$ cat src/hdl/fbrle_pkg.sv
// ---------------------------------------------------------------------------
// fbrle_pkg: shared types and constants for the framed byte rle encoder
// result word layout, result bundle and configuration register indexes
// ---------------------------------------------------------------------------
package fbrle_pkg;

   // configuration register indexes
   localparam logic CSR_FRAME_SIZE  = 1'b0;
   localparam logic CSR_FRAME_LIMIT = 1'b1;

   localparam logic [15:0] FRAME_SIZE_RESET  = 16'd6144;
   localparam logic [23:0] FRAME_LIMIT_RESET = 24'hffffff;
   localparam logic [7:0]  RUN_MAX           = 8'hff;

   // result kinds
   localparam logic KIND_PAIR = 1'b0;
   localparam logic KIND_PAD  = 1'b1;

   typedef struct packed {
      logic       out_kind;
      logic [7:0] symbol;
      logic [7:0] run_length;
      logic [6:0] pad_pairs;
      logic       last_of_item;
   } result_type;

   // up to three results caused by one input word, packed from slot 0
   typedef struct packed {
      result_type [2:0] slot;
      logic [1:0]       count;
   } bundle_type;

endpackage

$ cat src/hdl/fbrle_core.sv
// ---------------------------------------------------------------------------
// fbrle_core: configuration, run and frame state, result bundle build
// one input word below the frame limit is folded into the state in its accept cycle
// ---------------------------------------------------------------------------
module fbrle_core #(
   parameter int PAD_ALIGN = 256
) (
   input  logic                   clock,
   input  logic                   reset,
   input  logic                   csr_we,
   input  logic                   csr_index,
   input  logic [23:0]            csr_wdata,
   input  logic                   accept,
   input  logic [7:0]             data_byte,
   output fbrle_pkg::bundle_type  bundle
);

   localparam int MW = $clog2(PAD_ALIGN);
   localparam int RW = MW + 2;
   localparam int PW = (RW > 8) ? RW : 8;
   localparam logic [MW:0]   PAD_S = (MW + 1)'(PAD_ALIGN);
   localparam logic [RW-1:0] PAD_R = RW'(PAD_ALIGN);

   logic [15:0]   frame_size_ff;
   logic [23:0]   frame_limit_ff;
   logic [7:0]    run_symbol_ff, run_symbol_in;
   logic [7:0]    run_count_ff, run_count_in;
   logic [15:0]   frame_position_ff, frame_position_in;
   logic [MW-1:0] frame_bytes_mod_ff, frame_bytes_mod_in;
   logic [23:0]   frames_done_ff, frames_done_in;

   logic          drop, start, frame_end, extend, flush;
   logic [16:0]   size_ext, pos_inc;
   logic [MW-1:0] mod_a, mod_b;
   logic [RW-1:0] rem_base, rem;
   logic [PW-1:0] pad_wide;
   fbrle_pkg::result_type flush_res, end_res, pad_res;

   // add two bytes modulo the pad alignment
   function automatic logic [MW-1:0] mod_add2(input logic [MW-1:0] m);
      logic [MW:0] s;
      s = {1'b0, m} + (MW + 1)'(2);
      if (s >= PAD_S) begin
         s = s - PAD_S;
      end
      return s[MW-1:0];
   endfunction

   always_comb begin
      // zero frame size means 65536
      size_ext  = {(frame_size_ff == 16'd0), frame_size_ff};
      pos_inc   = {1'b0, frame_position_ff} + 17'd1;
      drop      = frames_done_ff >= frame_limit_ff;
      start     = frame_position_ff == 16'd0;
      frame_end = pos_inc >= size_ext;
      extend    = !start && (data_byte == run_symbol_ff)
                  && (run_count_ff < fbrle_pkg::RUN_MAX);
      flush     = !start && !extend;

      run_symbol_in = extend ? run_symbol_ff : data_byte;
      run_count_in  = extend ? run_count_ff + 8'd1 : 8'd1;

      mod_a = flush ? mod_add2(frame_bytes_mod_ff) : frame_bytes_mod_ff;
      mod_b = mod_add2(mod_a);

      rem_base = (mod_b == '0) ? '0 : PAD_R - RW'(mod_b);
      rem      = rem_base[0] ? rem_base + PAD_R : rem_base;
      pad_wide = PW'(rem) >> 1;

      flush_res = '{out_kind: fbrle_pkg::KIND_PAIR, symbol: run_symbol_ff,
                    run_length: run_count_ff, pad_pairs: 7'd0,
                    last_of_item: !frame_end};
      end_res   = '{out_kind: fbrle_pkg::KIND_PAIR, symbol: run_symbol_in,
                    run_length: run_count_in, pad_pairs: 7'd0,
                    last_of_item: 1'b0};
      pad_res   = '{out_kind: fbrle_pkg::KIND_PAD, symbol: 8'd0,
                    run_length: 8'd0, pad_pairs: pad_wide[6:0],
                    last_of_item: 1'b1};

      bundle = '0;
      if (!drop) begin
         if (flush) begin
            bundle.slot[0] = flush_res;
            bundle.slot[1] = end_res;
            bundle.slot[2] = pad_res;
         end else begin
            bundle.slot[0] = end_res;
            bundle.slot[1] = pad_res;
            bundle.slot[2] = pad_res;
         end
         bundle.count = {frame_end, 1'b0} + {1'b0, flush};
      end

      frame_bytes_mod_in = frame_end ? '0 : mod_a;
      frame_position_in  = frame_end ? 16'd0 : pos_inc[15:0];
      frames_done_in     = frame_end ? frames_done_ff + 24'd1 : frames_done_ff;
   end

   always_ff @(posedge clock) begin
      if (reset) begin
         frame_size_ff      <= fbrle_pkg::FRAME_SIZE_RESET;
         frame_limit_ff     <= fbrle_pkg::FRAME_LIMIT_RESET;
         run_symbol_ff      <= 8'd0;
         run_count_ff       <= 8'd0;
         frame_position_ff  <= 16'd0;
         frame_bytes_mod_ff <= '0;
         frames_done_ff     <= 24'd0;
      end else begin
         if (csr_we) begin
            unique case (csr_index)
               fbrle_pkg::CSR_FRAME_SIZE:  frame_size_ff  <= csr_wdata[15:0];
               fbrle_pkg::CSR_FRAME_LIMIT: frame_limit_ff <= csr_wdata;
               default: ;
            endcase
         end
         if (accept && !drop) begin
            run_symbol_ff      <= run_symbol_in;
            run_count_ff       <= run_count_in;
            frame_position_ff  <= frame_position_in;
            frame_bytes_mod_ff <= frame_bytes_mod_in;
            frames_done_ff     <= frames_done_in;
         end
      end
   end

endmodule

$ cat src/hdl/fbrle_out.sv
// ---------------------------------------------------------------------------
// fbrle_out: result register and serializer
// holds one bundle and hands its results out, while rsp_tready is high, one word per cycle
// ---------------------------------------------------------------------------
module fbrle_out (
   input  logic                   clock,
   input  logic                   reset,
   input  logic                   load,
   input  fbrle_pkg::bundle_type  bundle,
   output logic                   can_load,
   output logic                   rsp_tvalid,
   input  logic                   rsp_tready,
   output fbrle_pkg::result_type  result
);

   fbrle_pkg::result_type [2:0] slot_ff;
   logic [1:0] count_ff;
   logic [1:0] rd_idx_ff;
   logic       taken, last_taken;

   always_comb begin
      rsp_tvalid = rd_idx_ff != count_ff;
      taken      = rsp_tvalid && rsp_tready;
      last_taken = taken && (rd_idx_ff + 2'd1 == count_ff);
      can_load   = !rsp_tvalid || last_taken;
      unique case (rd_idx_ff)
         2'd0:    result = slot_ff[0];
         2'd1:    result = slot_ff[1];
         2'd2:    result = slot_ff[2];
         default: result = slot_ff[2];
      endcase
   end

   always_ff @(posedge clock) begin
      if (reset) begin
         count_ff  <= 2'd0;
         rd_idx_ff <= 2'd0;
      end else if (load) begin
         count_ff  <= bundle.count;
         rd_idx_ff <= 2'd0;
      end else if (taken) begin
         rd_idx_ff <= rd_idx_ff + 2'd1;
      end
   end

   always_ff @(posedge clock) begin
      if (load) begin
         slot_ff <= bundle.slot;
      end
   end

endmodule

$ cat src/hdl/framed_byte_rle_encoder.sv
// ---------------------------------------------------------------------------
// framed_byte_rle_encoder: framed byte run-length encoder
// encodes a byte stream as (symbol, run) pairs with per-frame padding words
// ---------------------------------------------------------------------------
// usage
//   req_* carries one raw byte per word; rsp_* carries one result per word
//   csr_* writes frame_size (index 0) and frame_limit (index 1) while idle
//   a byte folds into the run and frame state in the cycle it is accepted;
//   its results sit in the result register from the next cycle
//   throughput: one byte per cycle while each byte gives at most one result
//   and rsp_tready is high; a frame end gives up to three results, streamed
//   one per cycle from the result register while rsp_tready is high; the input stalls there
//   a byte beyond the frame limit is taken with no result
//   reset clears the run, frame position, frame count and pending results,
//   and loads frame_size 6144 and frame_limit all ones
//   when rsp_tready is low the result holds and req_tready drops once the
//   pending results cannot be handed over this cycle
// ---------------------------------------------------------------------------
module framed_byte_rle_encoder #(
   parameter int PAD_ALIGN = 256
) (
   input  logic        clock,
   input  logic        reset,
   // input stream
   input  logic        req_tvalid,
   output logic        req_tready,
   input  logic [7:0]  req_tdata,   // [7:0] data_byte
   // result stream
   output logic        rsp_tvalid,
   input  logic        rsp_tready,
   output logic [23:0] rsp_tdata,   // [7:0] symbol, [15:8] run_length, [22:16] pad_pairs
   output logic        rsp_tuser,   // [0] out_kind
   output logic        rsp_tlast,   // last result of the input word
   // configuration writes
   input  logic        csr_we,
   input  logic        csr_index,
   input  logic [23:0] csr_wdata
);

   fbrle_pkg::bundle_type bundle;
   fbrle_pkg::result_type result;
   logic can_load, accept;

   // a word is taken whenever the result register frees up this cycle
   assign req_tready = can_load;
   assign accept     = req_tvalid && req_tready;

   fbrle_core #(
      .PAD_ALIGN (PAD_ALIGN)
   ) u_core (
      .clock     (clock),
      .reset     (reset),
      .csr_we    (csr_we),
      .csr_index (csr_index),
      .csr_wdata (csr_wdata),
      .accept    (accept),
      .data_byte (req_tdata),
      .bundle    (bundle)
   );

   fbrle_out u_out (
      .clock      (clock),
      .reset      (reset),
      .load       (accept),
      .bundle     (bundle),
      .can_load   (can_load),
      .rsp_tvalid (rsp_tvalid),
      .rsp_tready (rsp_tready),
      .result     (result)
   );

   // pack the result word, zero fill to whole bytes
   assign rsp_tdata = {1'b0, result.pad_pairs, result.run_length, result.symbol};
   assign rsp_tuser = result.out_kind;
   assign rsp_tlast = result.last_of_item;

endmodule
$ cat config.mk
export PLATFORM = sky130hd
export DESIGN_NAME = framed_byte_rle_encoder
export DESIGN_NICKNAME = d
export VERILOG_FILES = /design/src/hdl/fbrle_pkg.sv /design/src/hdl/fbrle_core.sv /design/src/hdl/fbrle_out.sv /design/src/hdl/framed_byte_rle_encoder.sv
export SDC_FILE = /design/constraint.sdc
export NUM_CORES = 1
export LEC_CHECK = 0
export BUFFER_PORTS_ARGS = -buffer_cell sky130_fd_sc_hd__buf_4
export CORE_MARGIN = 1.5
export CORE_UTILIZATION = 30
export CTS_CLUSTER_DIAMETER = 200
export DETAILED_ROUTE_END_ITERATION = 7
export GPL_TIMING_DRIVEN = 1
export PLACE_DENSITY = 0.5
export SETUP_SLACK_MARGIN = 0.02
export SYNTH_ARGS = -nofsm -noshare
export SYNTH_HDL_FRONTEND = slang
export SYNTH_HIERARCHICAL = 1
export SYNTH_SLANG_ARGS = --single-unit
$ cat constraint.sdc
create_clock -name clock -period 7.7 [get_ports clock]
set_input_delay 1.925 -clock clock [delete_from_list [all_inputs] [get_ports clock]]
set_output_delay 1.925 -clock clock [all_outputs]
set_load 0.005 [all_outputs]
Yosys cells after proc, flatten, opt, wreduce, memory -nomap -nowiden
Cells that the tools add are included.

operators by class
  $add $sub $neg = 11
  magnitude comparators = 5
  equal/unequal tests = 4
  multiplexer cells = 12
  bitwise operators = 2
  reductions and logical operators = 23

operators by type and width
  cell                   count
  $mux 8                 8
  $mux 50                1
  $pmux 25 s2            1
  $logic_not 16->1       2
  $add 24x1->24 const B  1
  $ge 24x24->1           1
  $add 8x2->9 const B    2
  $ge 9x9->1 const B     2
  $add 16x1->17 const B  1
  $ge 17x17->1           1
  $add 8x1->8 const B    2
  $mux 16                1
  $sub 8x1->8 const B    2
  $eq 8x8->1             1
  $logic_not 8->1        1
  $lt 8x8->1 const B     1
  $sub 1x8->8 const A    1
  $logic_and 1x1->1      7
  $reduce_and 2->1       3
  $reduce_or 2->1        3
  $logic_not 1->1        5
  $add 2x1->2            1
  $add 2x1->2 const B    1
  $eq 2x1->1 const B     1
  other kinds (6)        7

word-level totals
  bits in registers = 183
  bits of input ports = 38
  output and inout bits = 28
  word-level logic and storage cells = 81

Depth between registers and ports, before layout
  word-level depth = 15
  mapped depth = 19
  depth with buffers taken out = 17

Hierarchy
The synthesis kept the hierarchy.

modules (own cells, without submodules)
  module                   instances  cells an instance  area each (µm²)  seq. area each (µm²)
  fbrle_core               1          921                6894.1           2062.0
  fbrle_out                1          185                2921.6           2332.2
  framed_byte_rle_encoder  1          3                  17.5             0.0

Least setup slack after synthesis
Ideal clock, no wire load.

  path kind = input-to-reg
  start point = input port rsp_tready
  end point = register u_core.frames_done_ff[17]
  library setup time = 132 ps
  arrival = 5716 ps
  required time = 7568 ps
  slack = 1852 ps
  stages = 10
  path buffers = 2
  cell sequence = nand2b_1 o311ai_0 and2_1 and2_1 a21boi_4 o21ai_2 buf_2 buf_2 o31ai_1 a21oi_1

between the ends
  longest elaborated chain between the ends = 6

RTL lines
  element                     line                           RTL
  from (decl)                 framed_byte_rle_encoder.sv:30  input logic rsp_tready,
  $logic_and 1x1->1           fbrle_out.sv:23                taken = rsp_tvalid && rsp_tready;
  $logic_and 1x1->1           fbrle_out.sv:24                last_taken = taken && (rd_idx_ff + 2'd1 == count_ff);
  $logic_or 1x1->1            fbrle_out.sv:25                can_load = !rsp_tvalid || last_taken;
  via req_tready              framed_byte_rle_encoder.sv:26  output logic req_tready,
  $logic_and 1x1->1           framed_byte_rle_encoder.sv:46  assign accept = req_tvalid && req_tready;
  via accept                  framed_byte_rle_encoder.sv:42  logic can_load, accept;
  $logic_and 1x1->1           fbrle_core.sv:116              if (accept && !drop) begin
  $reduce_and 2->1 (no line)  --
  to (signal assigned)        fbrle_core.sv:121              frames_done_ff <= frames_done_in;
  to (decl)                   fbrle_core.sv:30               logic [23:0] frames_done_ff, frames_done_in;

The timed path passes the listed nets, and every way through them passes these cells.
A chain may end at the register's enable or synchronous reset.

Final worst setup path
  start point = input port req_tdata[3]
  end point = register u_out/slot_ff[28] (netlist bit) (data pin)

between the ends
  longest elaborated chain between the ends = 13
  elaborated cells between the ends (all ways) = 16
  classes of those cells = add/sub (4); order compare (1); eq/ne (1); mux (4); reduce/logical (6)

RTL lines
  element                                         line                                RTL
  from (decl)                                     framed_byte_rle_encoder.sv:27       input logic [7:0] req_tdata,
  $eq 8x8->1 *                                    fbrle_core.sv:56                    extend = !start && (data_byte == run_symbol_ff)
  $logic_and 1x1->1 *                             fbrle_core.sv:56
  $logic_and 1x1->1 *                             fbrle_core.sv:57                    && (run_count_ff < fbrle_pkg::RUN_MAX);
  $logic_not 1->1 *                               fbrle_core.sv:58                    flush = !start && !extend;
  $logic_and 1x1->1 *                             fbrle_core.sv:58
  $mux 8                                          fbrle_core.sv:63                    mod_a = flush ? mod_add2(frame_bytes_mod_ff) : frame_bytes_mod_ff;
  $add 8x2->9                                     fbrle_core.sv:42                    s = {1'b0, m} + (MW + 1)'(2);
  $sub 8x1->8 or $ge 9x9->1 (tied branches)       fbrle_core.sv:44, fbrle_core.sv:43
  $mux 8                                          fbrle_core.sv:43                    if (s >= PAD_S) begin
  $sub 1x8->8 or $logic_not 8->1 (tied branches)  fbrle_core.sv:66                    rem_base = (mod_b == '0) ? '0 : PAD_R - RW'(mod_b);
  $mux 8                                          fbrle_core.sv:66
  $add 8x1->8                                     fbrle_core.sv:67                    rem = rem_base[0] ? rem_base + PAD_R : rem_base;
  $mux 8                                          fbrle_core.sv:67
  to (signal assigned)                            fbrle_out.sv:48                     slot_ff <= bundle.slot;
  to (decl)                                       fbrle_out.sv:16                     fbrle_pkg::result_type [2:0] slot_ff;

Every way passes the cells marked *; elsewhere a longest branch is shown, timed or not.

==> flow_summary.toml <==
[status]
result_of_the_run = "complete, no violations"

[place]
place.detailed.instances = 1560
dpl_cell_area_um2 = 10600
final_replace_weighted_congestion = 0.802
dp_hpwl_um = 16400
buffer_ports.inserted = 64

[global_routing]
globalRoute.totalOverflow = 0
via_count_of_the_first_global_routing_pass = 7439
global_route_wire_length_before_repair_um = 39000
grt_antenna_before_repair = 0
grt_max_degree = 52
gr-usage-all-layers_pct = 14.6

[clock_network]
worst_skew_pair_latency_ps = 440
cts_num_sinks = 182
tritoncts.num_buffers = 17
path_clk_slew_ps = 70
cts_tree = "built"
cts_root_buffer = "sky130_fd_sc_hd__clkbuf_16"
h-tree-depth = 4
cts-resized-gates = 0
max-clock-path-buffers = 2
post_cts.repair.setup_buffers = 0
holdBufCountCts = 0

[sta]
timing.final.hold_violations = 0
setup_tns_ps = 0
max_clock_freq_mhz = 185
headroom_to_the_max_slew_limit_pct = 25.9
timing.clock.skew_ps = 11.2
finalCritPeriodShare_pct = 70.4
worst_hold_slack_ps = 466
max_slew.worst_pin.slew_ps = 1110
finalSetupViolCount = 0
grt_setup_unrepaired = "false"
maxSlewViolCount = 0
post-route-min-period_ps = 5420

[drt]
drt_iter0_markers = 331
routed_wire_length_per_instance_um = 15.0
wirelength_um = 23900
routed-via-count = 7664
drc = 0
firstDrtPassIters = 4
route.antenna.remaining_nets = 0
avgViaCountPerCell = 4.81

[setup_path]
worstPathRequired_ps = 7890
cp-startpoint = "req_tdata[3]"
worst-endpoint-arrival_ps = 5610
r2r_start = "u_core/frame_position_ff[0]$_SDFFE_PP0P_"
setup.worst_path.end = "u_out/slot_ff[28]$_DFFE_PP_"
worst-r2r-setup-slack_ps = 2810
critical_path.startpoint_type = "primary input"
timing.setup.critical_path_class = "in2reg"
timing.critical_path.to_type = "flip-flop"
worstRegToRegCells = 17
timing.rr.end = "u_core/frame_position_ff[10]$_SDFFE_PP0P_"
crit_fanout = 13

[logic_synthesis]
synth_flop_cell = "sky130_fd_sc_hd__dfxtp_1"
postSynth.asyncResetShare_pct = 0
yosysWarnings = 6
synth_sequential_area_ratio_pct = 44.7
synth_area_um2 = 9830
synth_area_per_cell_um2 = 8.87
synth_edf_count = 75
synth.lib_cells_used.distinct = 72
post_synth_top_cells = "184 x sky130_fd_sc_hd__nand2_1, 107 x sky130_fd_sc_hd__dfxtp_1, 87 x sky130_fd_sc_hd__nand3_1, 84 x sky130_fd_sc_hd__a21oi_1, 75 x sky130_fd_sc_hd__edfxtp_1"
synth_top_area_share_pct = 22.9
yosys_top_cell_by_area = "sky130_fd_sc_hd__edfxtp_1"
synth.top_cells.by_area = "sky130_fd_sc_hd__edfxtp_1 23%, sky130_fd_sc_hd__dfxtp_1 22%, sky130_fd_sc_hd__nand2_1 7.0%"
postSynthCellCount = 1109
synth.most_common_cell = "sky130_fd_sc_hd__nand2_1"
ys_ff_latch = 182

[die]
die_h_um = 184
dieArea_um2 = 33900
start_util_pct = 30.4
fp-row-count = 66
dieWidth_um = 184
floorplan.io_pins = 66
core_area_um2 = 32400

[cells_and_area]
num-nets-final = 1226
final_cell_count_no_fill = 1592
antennaDiodeCount = 0
syn2layout_area_growth_pct = 13.2
post_route_cells_drive_above_1_share_pct = 10.3
final_design_instance_area_without_fill_um2 = 11100

[power]
leakagePower_nw = 4.47
power_density_nw_per_um2 = 231
irDropWorstVdd_mv = 0.148

[hold_path]
worstHoldPathType = "reg2reg"
timing.hold.worst.start = "u_core/frame_limit_ff[14]$_SDFFE_PP1P_"

[run]
drv.max_cap_violation_count = 0
-- sequential cells by signal, summed over array words and instances, names as in the netlist --
| name | cells |
|---|---|
| u_out/rd_idx_ff | 2 |
| u_out/count_ff | 2 |
| u_core/frame_position_ff | 16 |
| u_out/slot_ff | 75 |
| u_core/frames_done_ff | 24 |
| u_core/frame_bytes_mod_ff | 7 |
| u_core/run_symbol_ff | 8 |
| u_core/run_count_ff | 8 |
| u_core/frame_limit_ff | 24 |
| u_core/frame_size_ff | 16 |
-- power breakdown --
| part | switching (mW) | total, mW | internal, mW |
|---|---|---|---|
| Combinational | 0.313 | 0.515 | 0.202 |
| Clock | 0.404 | 0.864 | 0.460 |
| Sequential | 0.0434 | 1.19 | 1.15 |
| Total | 0.760 | 2.57 | 1.81 |
-- logic make-up after synthesis --
family | synth area share [%]
mux | 0.725
xor+xnor | 4.62
buf+inv | 6.99
flops | 44.7
fa+ha+maj | 6.49
compound gates | 14.3
other cells | 0.0764
simple gates | 22.1
-- cells in the final DEF, fill, tap and decap left out, types with 32 or more instances in the layout --
cell	count
sky130_fd_sc_hd__a21oi_1	83
sky130_fd_sc_hd__buf_4	72
sky130_fd_sc_hd__conb_1	32
sky130_fd_sc_hd__dfxtp_1	107
sky130_fd_sc_hd__edfxtp_1	75
sky130_fd_sc_hd__ha_1	51
sky130_fd_sc_hd__inv_1	53
sky130_fd_sc_hd__nand2_1	184
sky130_fd_sc_hd__nand3_1	87
sky130_fd_sc_hd__nor2_1	52
sky130_fd_sc_hd__xnor2_1	37
-- cell type report --
| class | count | area, µm² |
|---|---|---|
| Sequential cell | 182 | 4390 |
| Tap cell | 442 | 553 |
| Inverter | 54 | 203 |
| Clock inverter | 12 | 119 |
| Timing Repair Buffer | 72 | 541 |
| Fill cell | 3370 | 21200 |
| Multi-Input combinational cell | 810 | 4870 |
| Clock buffer | 20 | 447 |
-- worst max-delay path, cell delays in order --
cell                       delay (ps)
sky130_fd_sc_hd__buf_4            130
sky130_fd_sc_hd__xnor2_1          200
sky130_fd_sc_hd__nand4_1          210
sky130_fd_sc_hd__nor2_1           680
sky130_fd_sc_hd__a21oi_2          330
sky130_fd_sc_hd__inv_1            190
sky130_fd_sc_hd__ha_1             380
sky130_fd_sc_hd__ha_1             380
sky130_fd_sc_hd__nand2b_1         180
sky130_fd_sc_hd__or4b_1           500
sky130_fd_sc_hd__o21ai_1          170
sky130_fd_sc_hd__a211oi_1         150
sky130_fd_sc_hd__nor2b_1          170
-- per-layer routing --
metal | vias to the layer above | wire (µm) | track usage [%]
met5 | - | 0 | 0
met4 | 0 | 186 | 3.64
met3 | 12 | 730 | 2.61
met2 | 120 | 10900 | 24.1
met1 | 3610 | 12000 | 19.7
li1 | 3922 | - | -
-- per-stage QoR --
| step | utilization (%) | total power [mW] | setup WS, ps |
|---|---|---|---|
| 2_1_floorplan | - | 1.56 | 1850 |
| 3_3_place_gp | 32.6 | 1.73 | 1980 |
| 3_5_place_dp | 32.6 | 1.74 | 1870 |
| 4_1_cts | 34.4 | 2.61 | 2350 |
| 5_1_grt | 34.4 | 2.72 | 2050 |
| 6_report | 34.4 | 2.57 | 2280 |
-- how the worst min path moves through the flow --
stage / endpoint / slack (ps) / cells after the start
2_1_floorplan: u_core/frame_limit_ff[10]$_SDFFE_PP1P_ / 440 / 2
3_3_place_gp: u_core/frame_limit_ff[19]$_SDFFE_PP1P_ / 460 / 2
3_5_place_dp: u_core/frame_limit_ff[18]$_SDFFE_PP1P_ / 460 / 2
4_1_cts: u_core/frame_limit_ff[11]$_SDFFE_PP1P_ / 470 / 2
5_1_grt: u_core/frame_limit_ff[2]$_SDFFE_PP1P_ / 490 / 2
6_report: u_core/frame_limit_ff[14]$_SDFFE_PP1P_ / 470 / 2
(Power assumes the default switching activity.)
